--- config.mk ---
export PLATFORM = sky130hd
export DESIGN_NAME = dual_sensor_quality_fusion_top
export DESIGN_NICKNAME = d
export VERILOG_FILES = /design/src/rtl/core/dsqf_pkg.sv /design/src/rtl/core/dsqf_div.sv /design/src/rtl/core/dsqf_datapath.sv /design/src/rtl/core/dsqf_ctrl.sv /design/src/rtl/core/dual_sensor_quality_fusion_top.sv
export SDC_FILE = /design/constraint.sdc
export NUM_CORES = 2
export LEC_CHECK = 0
export ABC_AREA = 0
export BUFFER_PORTS_ARGS = -buffer_cell sky130_fd_sc_hd__clkbuf_2
export CORE_UTILIZATION = 40
export DETAILED_ROUTE_END_ITERATION = 6
export GPL_TIMING_DRIVEN = 1
export PLACE_DENSITY = 0.68
export SLEW_MARGIN = 20
export SYNTH_ARGS = -nofsm -noshare
export SYNTH_HDL_FRONTEND = slang
export SYNTH_SLANG_ARGS = --single-unit
--- constraint.sdc ---
create_clock -name clk -period 25.3 [get_ports clk]
set_input_delay 0 -clock clk [delete_from_list [all_inputs] [get_ports clk]]
set_output_delay 0 -clock clk [all_outputs]
set_load 0.005 [all_outputs]
--- src/rtl/core/dsqf_pkg.sv ---
// ----------------------------------------------------------------------------
// Sensor fusion package
// Field widths, register codes, controller states and control structures.
// ----------------------------------------------------------------------------
package dsqf_pkg;

	localparam int QUAL_W   = 7;
	localparam int HEAD_W   = 16;
	localparam int VEL_W    = 27;
	localparam int WT_W     = 8;
	localparam int HPROD_W  = HEAD_W + WT_W;
	localparam int HSUM_W   = HPROD_W + 1;

	localparam logic [QUAL_W-1:0] MIN_QUALITY_RST  = 7'd90;
	localparam logic [QUAL_W-1:0] SYNC_QUALITY_RST = 7'd99;

	// Milliseconds to seconds scale for the velocity numerator.
	localparam logic signed [10:0] VEL_SCALE = 11'sd1000;

	typedef enum logic {
		REG_MIN_QUALITY  = 1'b0,
		REG_SYNC_QUALITY = 1'b1
	} cfg_reg_t;

	typedef enum logic [2:0] {
		DIV_X,
		DIV_Y,
		DIV_H,
		DIV_VX,
		DIV_VY
	} div_sel_t;

	typedef enum logic [2:0] {
		S_IDLE,
		S_MUL,
		S_SUM,
		S_DIV_GO,
		S_DIV_WAIT,
		S_VEL,
		S_VCHK,
		S_OUT
	} ctrl_state_t;

	typedef struct packed {
		logic     load;
		logic     mul;
		logic     sum;
		logic     vel;
		logic     div_start;
		div_sel_t div_sel;
		logic     out_load;
	} dp_cmd_t;

	typedef struct packed {
		logic wt_zero;
		logic dt_zero;
		logic div_done;
		logic out_free;
	} dp_status_t;

endpackage

--- src/rtl/core/dsqf_div.sv ---
// ----------------------------------------------------------------------------
// Iterative unsigned divider
// Restoring division, one quotient bit per cycle.
// ----------------------------------------------------------------------------
module dsqf_div #(
	parameter int N = 26,
	parameter int D = 32
) (
	input  logic         clk,
	input  logic         arst_n,
	input  logic         start,
	input  logic [N-1:0] num,
	input  logic [D-1:0] den,
	output logic [N-1:0] quo,
	output logic         done
);

	localparam int CNT_W = $clog2(N + 1);

	logic [N-1:0]     quo_q;
	logic [D-1:0]     rem_q;
	logic [D-1:0]     den_q;
	logic [CNT_W-1:0] cnt_q;
	logic             busy_q;
	logic             done_q;
	logic [D:0]       shifted;
	logic [D:0]       trial;
	logic             qbit;

	always_comb begin
		shifted = {rem_q, quo_q[N-1]};
		trial   = shifted - {1'b0, den_q};
		qbit    = (shifted >= {1'b0, den_q});
	end

	always_ff @(posedge clk) begin
		if (start) begin
			quo_q <= num;
			rem_q <= '0;
			den_q <= den;
		end else if (busy_q) begin
			quo_q <= {quo_q[N-2:0], qbit};
			rem_q <= qbit ? trial[D-1:0] : shifted[D-1:0];
		end
	end

	always_ff @(posedge clk or negedge arst_n) begin
		if (!arst_n) begin
			cnt_q  <= '0;
			busy_q <= 1'b0;
			done_q <= 1'b0;
		end else begin
			done_q <= 1'b0;
			if (start) begin
				cnt_q  <= CNT_W'(N);
				busy_q <= 1'b1;
			end else if (busy_q) begin
				cnt_q <= cnt_q - CNT_W'(1);
				if (cnt_q == CNT_W'(1)) begin
					busy_q <= 1'b0;
					done_q <= 1'b1;
				end
			end
		end
	end

	assign quo  = quo_q;
	assign done = done_q;

endmodule

--- src/rtl/core/dsqf_datapath.sv ---
// ----------------------------------------------------------------------------
// Sensor fusion datapath
// Weights, products, sums, shared divider, velocity terms and output register.
// ----------------------------------------------------------------------------
module dsqf_datapath #(
	parameter int POS_BITS  = 16,
	parameter int TIME_BITS = 32
) (
	input  logic                         clk,
	input  logic                         arst_n,
	input  dsqf_pkg::dp_cmd_t            cmd,
	output dsqf_pkg::dp_status_t         status,
	input  logic                         cfg_wr,
	input  logic                         cfg_index,
	input  logic [dsqf_pkg::QUAL_W-1:0]  cfg_data,
	input  logic signed [POS_BITS-1:0]   left_x,
	input  logic signed [POS_BITS-1:0]   left_y,
	input  logic [dsqf_pkg::HEAD_W-1:0]  left_heading,
	input  logic [dsqf_pkg::QUAL_W-1:0]  left_quality,
	input  logic signed [POS_BITS-1:0]   right_x,
	input  logic signed [POS_BITS-1:0]   right_y,
	input  logic [dsqf_pkg::HEAD_W-1:0]  right_heading,
	input  logic [dsqf_pkg::QUAL_W-1:0]  right_quality,
	input  logic [TIME_BITS-1:0]         reading_time,
	input  logic                         out_stall,
	output logic                         out_valid,
	output logic signed [POS_BITS-1:0]   fused_x,
	output logic signed [POS_BITS-1:0]   fused_y,
	output logic [dsqf_pkg::HEAD_W-1:0]  fused_heading,
	output logic signed [dsqf_pkg::VEL_W-1:0] vel_x,
	output logic signed [dsqf_pkg::VEL_W-1:0] vel_y,
	output logic [dsqf_pkg::WT_W-1:0]    total_weight,
	output logic [TIME_BITS-1:0]         sample_time,
	output logic                         sync_heading
);

	import dsqf_pkg::*;

	localparam int PPROD_W = POS_BITS + 8;
	localparam int PSUM_W  = POS_BITS + 9;
	localparam int DIFF_W  = POS_BITS + 1;
	localparam int VN_W    = POS_BITS + 11;
	localparam int DIV_N   = (POS_BITS + 10 > HSUM_W) ? POS_BITS + 10 : HSUM_W;

	// Configuration registers
	logic [QUAL_W-1:0] min_quality_q;
	logic [QUAL_W-1:0] sync_quality_q;

	always_ff @(posedge clk or negedge arst_n) begin
		if (!arst_n) begin
			min_quality_q  <= MIN_QUALITY_RST;
			sync_quality_q <= SYNC_QUALITY_RST;
		end else if (cfg_wr) begin
			case (cfg_reg_t'(cfg_index))
				REG_MIN_QUALITY:  min_quality_q  <= cfg_data;
				REG_SYNC_QUALITY: sync_quality_q <= cfg_data;
				default: ;
			endcase
		end
	end

	// Weights and sync flag from the incoming reading
	logic [WT_W-1:0] wl_in, wr_in;
	logic            sync_in;

	always_comb begin
		wl_in   = (left_quality >= min_quality_q) ?
			WT_W'(left_quality - min_quality_q) : '0;
		wr_in   = (right_quality >= min_quality_q) ?
			WT_W'(right_quality - min_quality_q) : '0;
		sync_in = (left_quality >= sync_quality_q) && (right_quality >= sync_quality_q);
	end

	logic signed [POS_BITS-1:0] lx_q, ly_q, rx_q, ry_q;
	logic [HEAD_W-1:0]          lh_q, rh_q;
	logic [TIME_BITS-1:0]       t_q;
	logic [WT_W-1:0]            wl_q, wr_q, wt_q;
	logic                       sync_q;

	always_ff @(posedge clk) begin
		if (cmd.load) begin
			lx_q   <= left_x;
			ly_q   <= left_y;
			lh_q   <= left_heading;
			rx_q   <= right_x;
			ry_q   <= right_y;
			rh_q   <= right_heading;
			t_q    <= reading_time;
			wl_q   <= wl_in;
			wr_q   <= wr_in;
			wt_q   <= wl_in + wr_in;
			sync_q <= sync_in;
		end
	end

	// Products
	logic signed [PPROD_W-1:0] plx_q, prx_q, ply_q, pry_q;
	logic [HPROD_W-1:0]        phl_q, phr_q;

	always_ff @(posedge clk) begin
		if (cmd.mul) begin
			plx_q <= PPROD_W'(lx_q * $signed({1'b0, wl_q}));
			prx_q <= PPROD_W'(rx_q * $signed({1'b0, wr_q}));
			ply_q <= PPROD_W'(ly_q * $signed({1'b0, wl_q}));
			pry_q <= PPROD_W'(ry_q * $signed({1'b0, wr_q}));
			phl_q <= HPROD_W'(lh_q * wl_q);
			phr_q <= HPROD_W'(rh_q * wr_q);
		end
	end

	// Weighted sums
	logic signed [PSUM_W-1:0] nx_q, ny_q;
	logic [HSUM_W-1:0]        nh_q;

	always_ff @(posedge clk) begin
		if (cmd.sum) begin
			nx_q <= PSUM_W'(plx_q) + PSUM_W'(prx_q);
			ny_q <= PSUM_W'(ply_q) + PSUM_W'(pry_q);
			nh_q <= HSUM_W'(phl_q) + HSUM_W'(phr_q);
		end
	end

	// Kept state of the last result
	logic signed [POS_BITS-1:0] last_x_q, last_y_q;
	logic [TIME_BITS-1:0]       last_time_q;

	// Fused values and velocity numerators
	logic signed [POS_BITS-1:0] fx_q, fy_q;
	logic [HEAD_W-1:0]          fh_q;
	logic signed [VEL_W-1:0]    vx_q, vy_q;
	logic signed [VN_W-1:0]     vnx_q, vny_q;
	logic [TIME_BITS-1:0]       dt_q;
	logic signed [DIFF_W-1:0]   dx, dy;

	always_comb begin
		dx = DIFF_W'(fx_q) - DIFF_W'(last_x_q);
		dy = DIFF_W'(fy_q) - DIFF_W'(last_y_q);
	end

	always_ff @(posedge clk) begin
		if (cmd.vel) begin
			vnx_q <= VN_W'(dx * VEL_SCALE);
			vny_q <= VN_W'(dy * VEL_SCALE);
			dt_q  <= t_q - last_time_q;
		end
	end

	// Shared divider: sign handled around an unsigned core
	logic signed [DIV_N:0]  num_s;
	logic [DIV_N-1:0]       num_mag;
	logic [TIME_BITS-1:0]   den;
	logic [DIV_N-1:0]       quo;
	logic                   div_done;
	logic signed [DIV_N:0]  quo_s;
	div_sel_t               div_sel_q;
	logic                   div_neg_q;

	always_comb begin
		case (cmd.div_sel)
			DIV_X: begin
				num_s = (DIV_N+1)'(nx_q);
				den   = TIME_BITS'(wt_q);
			end
			DIV_Y: begin
				num_s = (DIV_N+1)'(ny_q);
				den   = TIME_BITS'(wt_q);
			end
			DIV_H: begin
				num_s = $signed((DIV_N+1)'(nh_q));
				den   = TIME_BITS'(wt_q);
			end
			DIV_VX: begin
				num_s = (DIV_N+1)'(vnx_q);
				den   = dt_q;
			end
			DIV_VY: begin
				num_s = (DIV_N+1)'(vny_q);
				den   = dt_q;
			end
			default: begin
				num_s = '0;
				den   = TIME_BITS'(wt_q);
			end
		endcase
		num_mag = num_s[DIV_N] ? DIV_N'(-num_s) : DIV_N'(num_s);
		quo_s   = div_neg_q ? -$signed({1'b0, quo}) : $signed({1'b0, quo});
	end

	dsqf_div #(
		.N(DIV_N),
		.D(TIME_BITS)
	) u_div (
		.clk    (clk),
		.arst_n (arst_n),
		.start  (cmd.div_start),
		.num    (num_mag),
		.den    (den),
		.quo    (quo),
		.done   (div_done)
	);

	always_ff @(posedge clk) begin
		if (cmd.div_start) begin
			div_sel_q <= cmd.div_sel;
			div_neg_q <= num_s[DIV_N];
		end
	end

	always_ff @(posedge clk) begin
		if (cmd.vel) begin
			// A zero time step leaves the velocities at zero.
			vx_q <= '0;
			vy_q <= '0;
		end else if (div_done) begin
			case (div_sel_q)
				DIV_X:   fx_q <= POS_BITS'(quo_s);
				DIV_Y:   fy_q <= POS_BITS'(quo_s);
				DIV_H:   fh_q <= HEAD_W'(quo);
				DIV_VX:  vx_q <= VEL_W'(quo_s);
				DIV_VY:  vy_q <= VEL_W'(quo_s);
				default: ;
			endcase
		end
	end

	// Output register and kept state
	logic out_valid_q;

	always_ff @(posedge clk or negedge arst_n) begin
		if (!arst_n) begin
			out_valid_q <= 1'b0;
			last_x_q    <= '0;
			last_y_q    <= '0;
			last_time_q <= '0;
		end else if (cmd.out_load) begin
			out_valid_q <= 1'b1;
			last_x_q    <= fx_q;
			last_y_q    <= fy_q;
			last_time_q <= t_q;
		end else if (!out_stall) begin
			out_valid_q <= 1'b0;
		end
	end

	always_ff @(posedge clk) begin
		if (cmd.out_load) begin
			fused_x       <= fx_q;
			fused_y       <= fy_q;
			fused_heading <= fh_q;
			vel_x         <= vx_q;
			vel_y         <= vy_q;
			total_weight  <= wt_q;
			sample_time   <= t_q;
			sync_heading  <= sync_q;
		end
	end

	assign out_valid = out_valid_q;

	always_comb begin
		status.wt_zero  = (wt_q == '0);
		status.dt_zero  = (dt_q == '0);
		status.div_done = div_done;
		status.out_free = !out_valid_q || !out_stall;
	end

endmodule

--- src/rtl/core/dsqf_ctrl.sv ---
// ----------------------------------------------------------------------------
// Sensor fusion controller
// Sequences one reading through the datapath and the shared divider.
// ----------------------------------------------------------------------------
module dsqf_ctrl (
	input  logic                 clk,
	input  logic                 arst_n,
	input  logic                 in_valid,
	output logic                 in_stall,
	output dsqf_pkg::dp_cmd_t    cmd,
	input  dsqf_pkg::dp_status_t status
);

	import dsqf_pkg::*;

	ctrl_state_t state_q, state_d;
	div_sel_t    sel_q, sel_d;

	always_ff @(posedge clk or negedge arst_n) begin
		if (!arst_n) begin
			state_q <= S_IDLE;
			sel_q   <= DIV_X;
		end else begin
			state_q <= state_d;
			sel_q   <= sel_d;
		end
	end

	always_comb begin
		state_d       = state_q;
		sel_d         = sel_q;
		cmd           = '0;
		cmd.div_sel   = sel_q;
		in_stall      = 1'b1;

		case (state_q)
			S_IDLE: begin
				in_stall = 1'b0;
				if (in_valid) begin
					cmd.load = 1'b1;
					state_d  = S_MUL;
				end
			end
			S_MUL: begin
				// Both weights zero: the reading is dropped without a result.
				if (status.wt_zero) begin
					state_d = S_IDLE;
				end else begin
					cmd.mul = 1'b1;
					state_d = S_SUM;
				end
			end
			S_SUM: begin
				cmd.sum = 1'b1;
				sel_d   = DIV_X;
				state_d = S_DIV_GO;
			end
			S_DIV_GO: begin
				cmd.div_start = 1'b1;
				state_d       = S_DIV_WAIT;
			end
			S_DIV_WAIT: begin
				if (status.div_done) begin
					case (sel_q)
						DIV_X: begin
							sel_d   = DIV_Y;
							state_d = S_DIV_GO;
						end
						DIV_Y: begin
							sel_d   = DIV_H;
							state_d = S_DIV_GO;
						end
						DIV_H:   state_d = S_VEL;
						DIV_VX: begin
							sel_d   = DIV_VY;
							state_d = S_DIV_GO;
						end
						DIV_VY:  state_d = S_OUT;
						default: state_d = S_IDLE;
					endcase
				end
			end
			S_VEL: begin
				cmd.vel = 1'b1;
				state_d = S_VCHK;
			end
			S_VCHK: begin
				if (status.dt_zero) begin
					state_d = S_OUT;
				end else begin
					sel_d   = DIV_VX;
					state_d = S_DIV_GO;
				end
			end
			S_OUT: begin
				if (status.out_free) begin
					cmd.out_load = 1'b1;
					state_d      = S_IDLE;
				end
			end
			default: begin
				state_d = S_IDLE;
			end
		endcase
	end

endmodule

--- src/rtl/core/dual_sensor_quality_fusion_top.sv ---
// ----------------------------------------------------------------------------
// Dual sensor quality fusion
// Fuses one paired left/right position reading into a weighted position,
// heading and velocity. Each sensor is weighted by its quality minus
// min_quality (zero below the threshold); a reading with zero total weight is
// consumed and produces no result transaction. The three weighted averages and
// the two velocities (position change times 1000 over the wrapped millisecond
// delta, zero when no time has passed) are worked out one after another on a
// single iterative divider, DIV_N = max(POS_BITS + 10, 25) bits wide, that
// yields one quotient bit per cycle. A zero time delta skips the two velocity
// divisions and a zero-weight reading skips all of them. The block takes one
// reading at a time; a finished result waits in the output register, so a new
// reading is accepted and processed while the previous result is still
// stalled.
// Configuration writes are always accepted and must only be made while idle.
// ----------------------------------------------------------------------------
module dual_sensor_quality_fusion_top #(
	parameter int POS_BITS  = 16,
	parameter int TIME_BITS = 32
) (
	input  logic                              clk,
	input  logic                              arst_n,

	// Configuration write channel
	input  logic                              cfg_valid,
	output logic                              cfg_ready,
	input  logic                              cfg_index,
	input  logic [dsqf_pkg::QUAL_W-1:0]       cfg_data,

	// Input reading channel
	input  logic                              in_valid,
	output logic                              in_stall,
	input  logic signed [POS_BITS-1:0]        left_x,
	input  logic signed [POS_BITS-1:0]        left_y,
	input  logic [dsqf_pkg::HEAD_W-1:0]       left_heading,
	input  logic [dsqf_pkg::QUAL_W-1:0]       left_quality,
	input  logic signed [POS_BITS-1:0]        right_x,
	input  logic signed [POS_BITS-1:0]        right_y,
	input  logic [dsqf_pkg::HEAD_W-1:0]       right_heading,
	input  logic [dsqf_pkg::QUAL_W-1:0]       right_quality,
	input  logic [TIME_BITS-1:0]              reading_time,

	// Fused result channel
	output logic                              out_valid,
	input  logic                              out_stall,
	output logic signed [POS_BITS-1:0]        fused_x,
	output logic signed [POS_BITS-1:0]        fused_y,
	output logic [dsqf_pkg::HEAD_W-1:0]       fused_heading,
	output logic signed [dsqf_pkg::VEL_W-1:0] vel_x,
	output logic signed [dsqf_pkg::VEL_W-1:0] vel_y,
	output logic [dsqf_pkg::WT_W-1:0]         total_weight,
	output logic [TIME_BITS-1:0]              sample_time,
	output logic                              sync_heading
);

	import dsqf_pkg::*;

	dp_cmd_t    cmd;
	dp_status_t status;
	logic       cfg_wr;

	// The configuration registers are plain flops, so a write transaction
	// completes in the cycle it is presented.
	assign cfg_ready = 1'b1;
	assign cfg_wr    = cfg_valid && cfg_ready;

	// The controller owns the sequence of a reading; the datapath holds all
	// operands, the shared divider and the output register.
	dsqf_ctrl u_ctrl (
		.clk      (clk),
		.arst_n   (arst_n),
		.in_valid (in_valid),
		.in_stall (in_stall),
		.cmd      (cmd),
		.status   (status)
	);

	dsqf_datapath #(
		.POS_BITS  (POS_BITS),
		.TIME_BITS (TIME_BITS)
	) u_datapath (
		.clk           (clk),
		.arst_n        (arst_n),
		.cmd           (cmd),
		.status        (status),
		.cfg_wr        (cfg_wr),
		.cfg_index     (cfg_index),
		.cfg_data      (cfg_data),
		.left_x        (left_x),
		.left_y        (left_y),
		.left_heading  (left_heading),
		.left_quality  (left_quality),
		.right_x       (right_x),
		.right_y       (right_y),
		.right_heading (right_heading),
		.right_quality (right_quality),
		.reading_time  (reading_time),
		.out_stall     (out_stall),
		.out_valid     (out_valid),
		.fused_x       (fused_x),
		.fused_y       (fused_y),
		.fused_heading (fused_heading),
		.vel_x         (vel_x),
		.vel_y         (vel_y),
		.total_weight  (total_weight),
		.sample_time   (sample_time),
		.sync_heading  (sync_heading)
	);

endmodule

==> impl_metrics.yaml <==
detailed_routing:
  vias: 49527
  via_per_inst: 5.07
  wirelength_um: 170000
  drt-pass1-iter-count: 7
  antenna_left: 0
  wire_per_inst_um: 17.4
  route.detailed.drc: 53
  drtIter0Drc: 3229
worst_setup_path:
  cp_slowest_cell: "xor2_1"
  cp-start-kind: "flop"
  path_class: "reg2reg"
  cp_num_buf_inv: 4
  rrSetupSlack_ns: 17.80
  worstPathArrival_ns: 8.01
  critPathMaxFanout: 9
  endpoint_kind: "flop"
  r2r_start: "u_datapath.fy_q[0]"
  cp_top_family: "compound AO/OA/AOI/OAI gates"
  r2r_end: "u_datapath.vny_q[25]"
  max_stage_delay_ns: 0.70
  cp_data_required_time_ns: 25.81
  reg2reg_depth: 25
sta:
  setup_viol: 0
  rsz0062_at_grt: "no"
  holdWs_ns: 0.0424
  fin_crit_sh: 0.297
  final_hold_viol_count: 0
  fin_crit_ns: 7.50
  timing_max_transition_violations_final: 0
  fin_worst_skew_ns: 0.0881
  tightest_slew_ns: 1.08
  max_freq_mhz: 133
  slew_headroom: 0.278
  finalSetupTns_ns: 0
layout:
  final_nets: 8758
  final_core_util: 0.464
  fillers: 16230
  areaGrowthSynthToFinish_pct: 14.9
  drive_gt1_frac: 0.0820
yosys:
  ys_seq_area_frac: 0.354
  synth-edff-count: 705
  avgSynthCellArea_um2: 10.5
  synth_top_area_frac: 0.297
  syn_area_um2: 71200
  ys_seq_elements: 883
  synthFlopType: "edfxtp_1"
  ys_warn_count: 0
  yosys-top-cells-count: "inv_1, edfxtp_1, fa_1"
  synth.area.top_cells: "edfxtp_1, fa_1, ha_1, inv_1, and2_1"
  synth_most_common_cell: "inv_1"
  syn_inst: 6777
  yosysTopAreaCell: "edfxtp_1"
  synth_cell_types: 99
  async_reset_ff_frac: 0.104
  syn_nets: 8208
placement:
  hpwl_um: 130000
  place.gp.congestion: 0.896
  io_buffers: 299
hold_path:
  hold_depth: 2
  min_to: "u_datapath.ly_q[3]"
  min_path_type: "in2reg"
  hp-start: "left_y[3]"
clock_tree:
  ctsHtreeMaxLevel: 3
  postCtsSetupRepairBufs: 0
  cts.sinks: 883
  clock_tree.buffer_depth: 3
  cts_tree: "built"
  clock-root-buffer: "clkbuf_16"
  clk_pin_slew_ns: 0.06
  numCtsBuffers: 102
  clk_latency_ns: 0.77
floorplanning:
  std_cell_rows: 154
  core_um2: 176000
  initial_core_util: 0.404
  ios: 301
  die_w_um: 424
  fp.dieArea_um2: 180000
  die_y_um: 424
outcome:
  outcome: "finished with violations"
  violations: "design-rule violations"
grt:
  gr-total-overflow: 0
  antenna_found_initial: 12
  grt_pass1_vias: 50504
  grt_start_max_net_pins: 103
  grt_util_all_layers: 0.190
  grt_pass1_wl_um: 271000
flow_run:
  drv_cap: 0
-- kinds of logic (layout without fill, tap and decap cells) --
kind of cell / count (synthesis) / count (layout) / synth area share
and+or+nand+nor: 1757 / 1757 / 0.123
buffers and inverters: 1317 / 1956 / 0.0700
adders and majority gates: 1278 / 1278 / 0.297
AOI/OAI and AO/OA: 1059 / 1059 / 0.0947
DFF: 883 / 883 / 0.354
xor gates and xnor gates: 395 / 395 / 0.0490
muxes: 87 / 87 / 0.0127
other: 1 / 8 / 0.0000526
-- layout make-up --
class                           instances  area [um2]  share of cell area
Antenna cell                            7        17.5            0.000214
Tap cell                             2340        2930              0.0358
Clock inverter                         66         912              0.0111
Sequential cell                       883       25200               0.308
Inverter                             1140        4280              0.0523
Timing Repair Buffer                  623        4660              0.0569
Clock buffer                          127        2730              0.0333
Multi-Input combinational cell       4577       41100               0.502
-- metrics by stage --
step | area (um2) | instances | worst slack, ns
2_1_floorplan | 71200 | 6777 | 0.517
3_3_place_gp | 75300 | 9280 | 18.04
3_5_place_dp | 75300 | 9280 | 17.83
4_1_cts | 81800 | 9756 | 17.79
5_1_grt | 81800 | 9761 | 17.14
6_report | 81800 | 9763 | 17.80
-- cell usage in the layout (no fill, tap or decap), types with 19 or more instances in the layout --
cell type,instances
nand3_1,47
a211oi_1,76
inv_1,1138
fa_1,688
and2_1,481
o21bai_1,33
dlygate4sd3_1,282
mux2_2,27
nor3_1,63
clkbuf_16,102
clkinv_2,22
mux2i_1,60
nor4_1,19
buf_4,42
edfxtp_1,705
o21a_1,64
xnor2_1,261
a31oi_1,21
clkbuf_2,298
dfrtp_1,83
a21o_1,127
nand2_1,609
nor2_1,293
o21ai_0,264
nor2b_1,62
nand2b_1,51
dfxtp_1,86
and3_1,29
ha_1,588
xor2_1,131
o31ai_1,22
a21oi_1,272
-- layer usage --
metal	wire length (um)	GRT usage	vias up	part of all wire
met5	28	0	-	0.00016
met4	5400	0.0608	4	0.032
met3	8220	0.0226	279	0.048
met2	83900	0.326	1175	0.49
met1	72500	0.247	24617	0.43
li1	-	-	23452	-
-- worst max path at each step --
| stage | from | end | cells past startpoint |
|---|---|---|---|
| floorplan | u_ctrl.state_q[0] | u_ctrl.state_q[1] | 5 |
| global placement | u_datapath.fy_q[0] | u_datapath.vny_q[25] | 25 |
| detailed placement | u_datapath.fy_q[0] | u_datapath.vny_q[25] | 25 |
| global route | u_datapath.fy_q[0] | u_datapath.vny_q[25] | 25 |
| CTS | u_datapath.fy_q[0] | u_datapath.vny_q[25] | 25 |
| finish | u_datapath.fy_q[0] | u_datapath.vny_q[25] | 25 |
-- state kept, by name, indices dropped and copies added (netlist names), 27 cells and up --
signal and count:
u_datapath.vel_y 27, u_datapath.u_div.den_q 32, u_datapath.vel_x 27, u_datapath.t_q 32, u_datapath.sample_time 32, u_datapath.u_div.rem_q 32, u_datapath.dt_q 32, u_datapath.vx_q 27
u_datapath.last_time_q 32, u_datapath.vy_q 27
-- worst register-to-register path, cell delays in order, from the launching register on --
cell and delay [ns]:
edfxtp_1 0.42, inv_1 0.08, ha_1 0.20, fa_1 0.23, nor2b_1 0.07, o31a_1 0.27
o41ai_1 0.51, o21bai_1 0.20, xor2_1 0.70, xnor2_1 0.29, xor2_1 0.25, fa_1 0.58
inv_1 0.05, fa_1 0.47, inv_1 0.05, fa_1 0.48, inv_1 0.05, ha_1 0.32
nand4_1 0.08, o21ai_0 0.13, o41ai_1 0.52, o21ai_0 0.28, or4_1 0.46, a31oi_1 0.30
o21ai_1 0.13, xor2_1 0.15
-- timing repair --
item                                   4_1_cts  5_1_grt
hold buffers                               283        0
gates resized for setup                      0        0
endpoints found under the hold margin      213        0
Power is left out: the tool's default activity adds up to more than one toggle a clock period on the data nets, which glitch-free logic cannot reach.
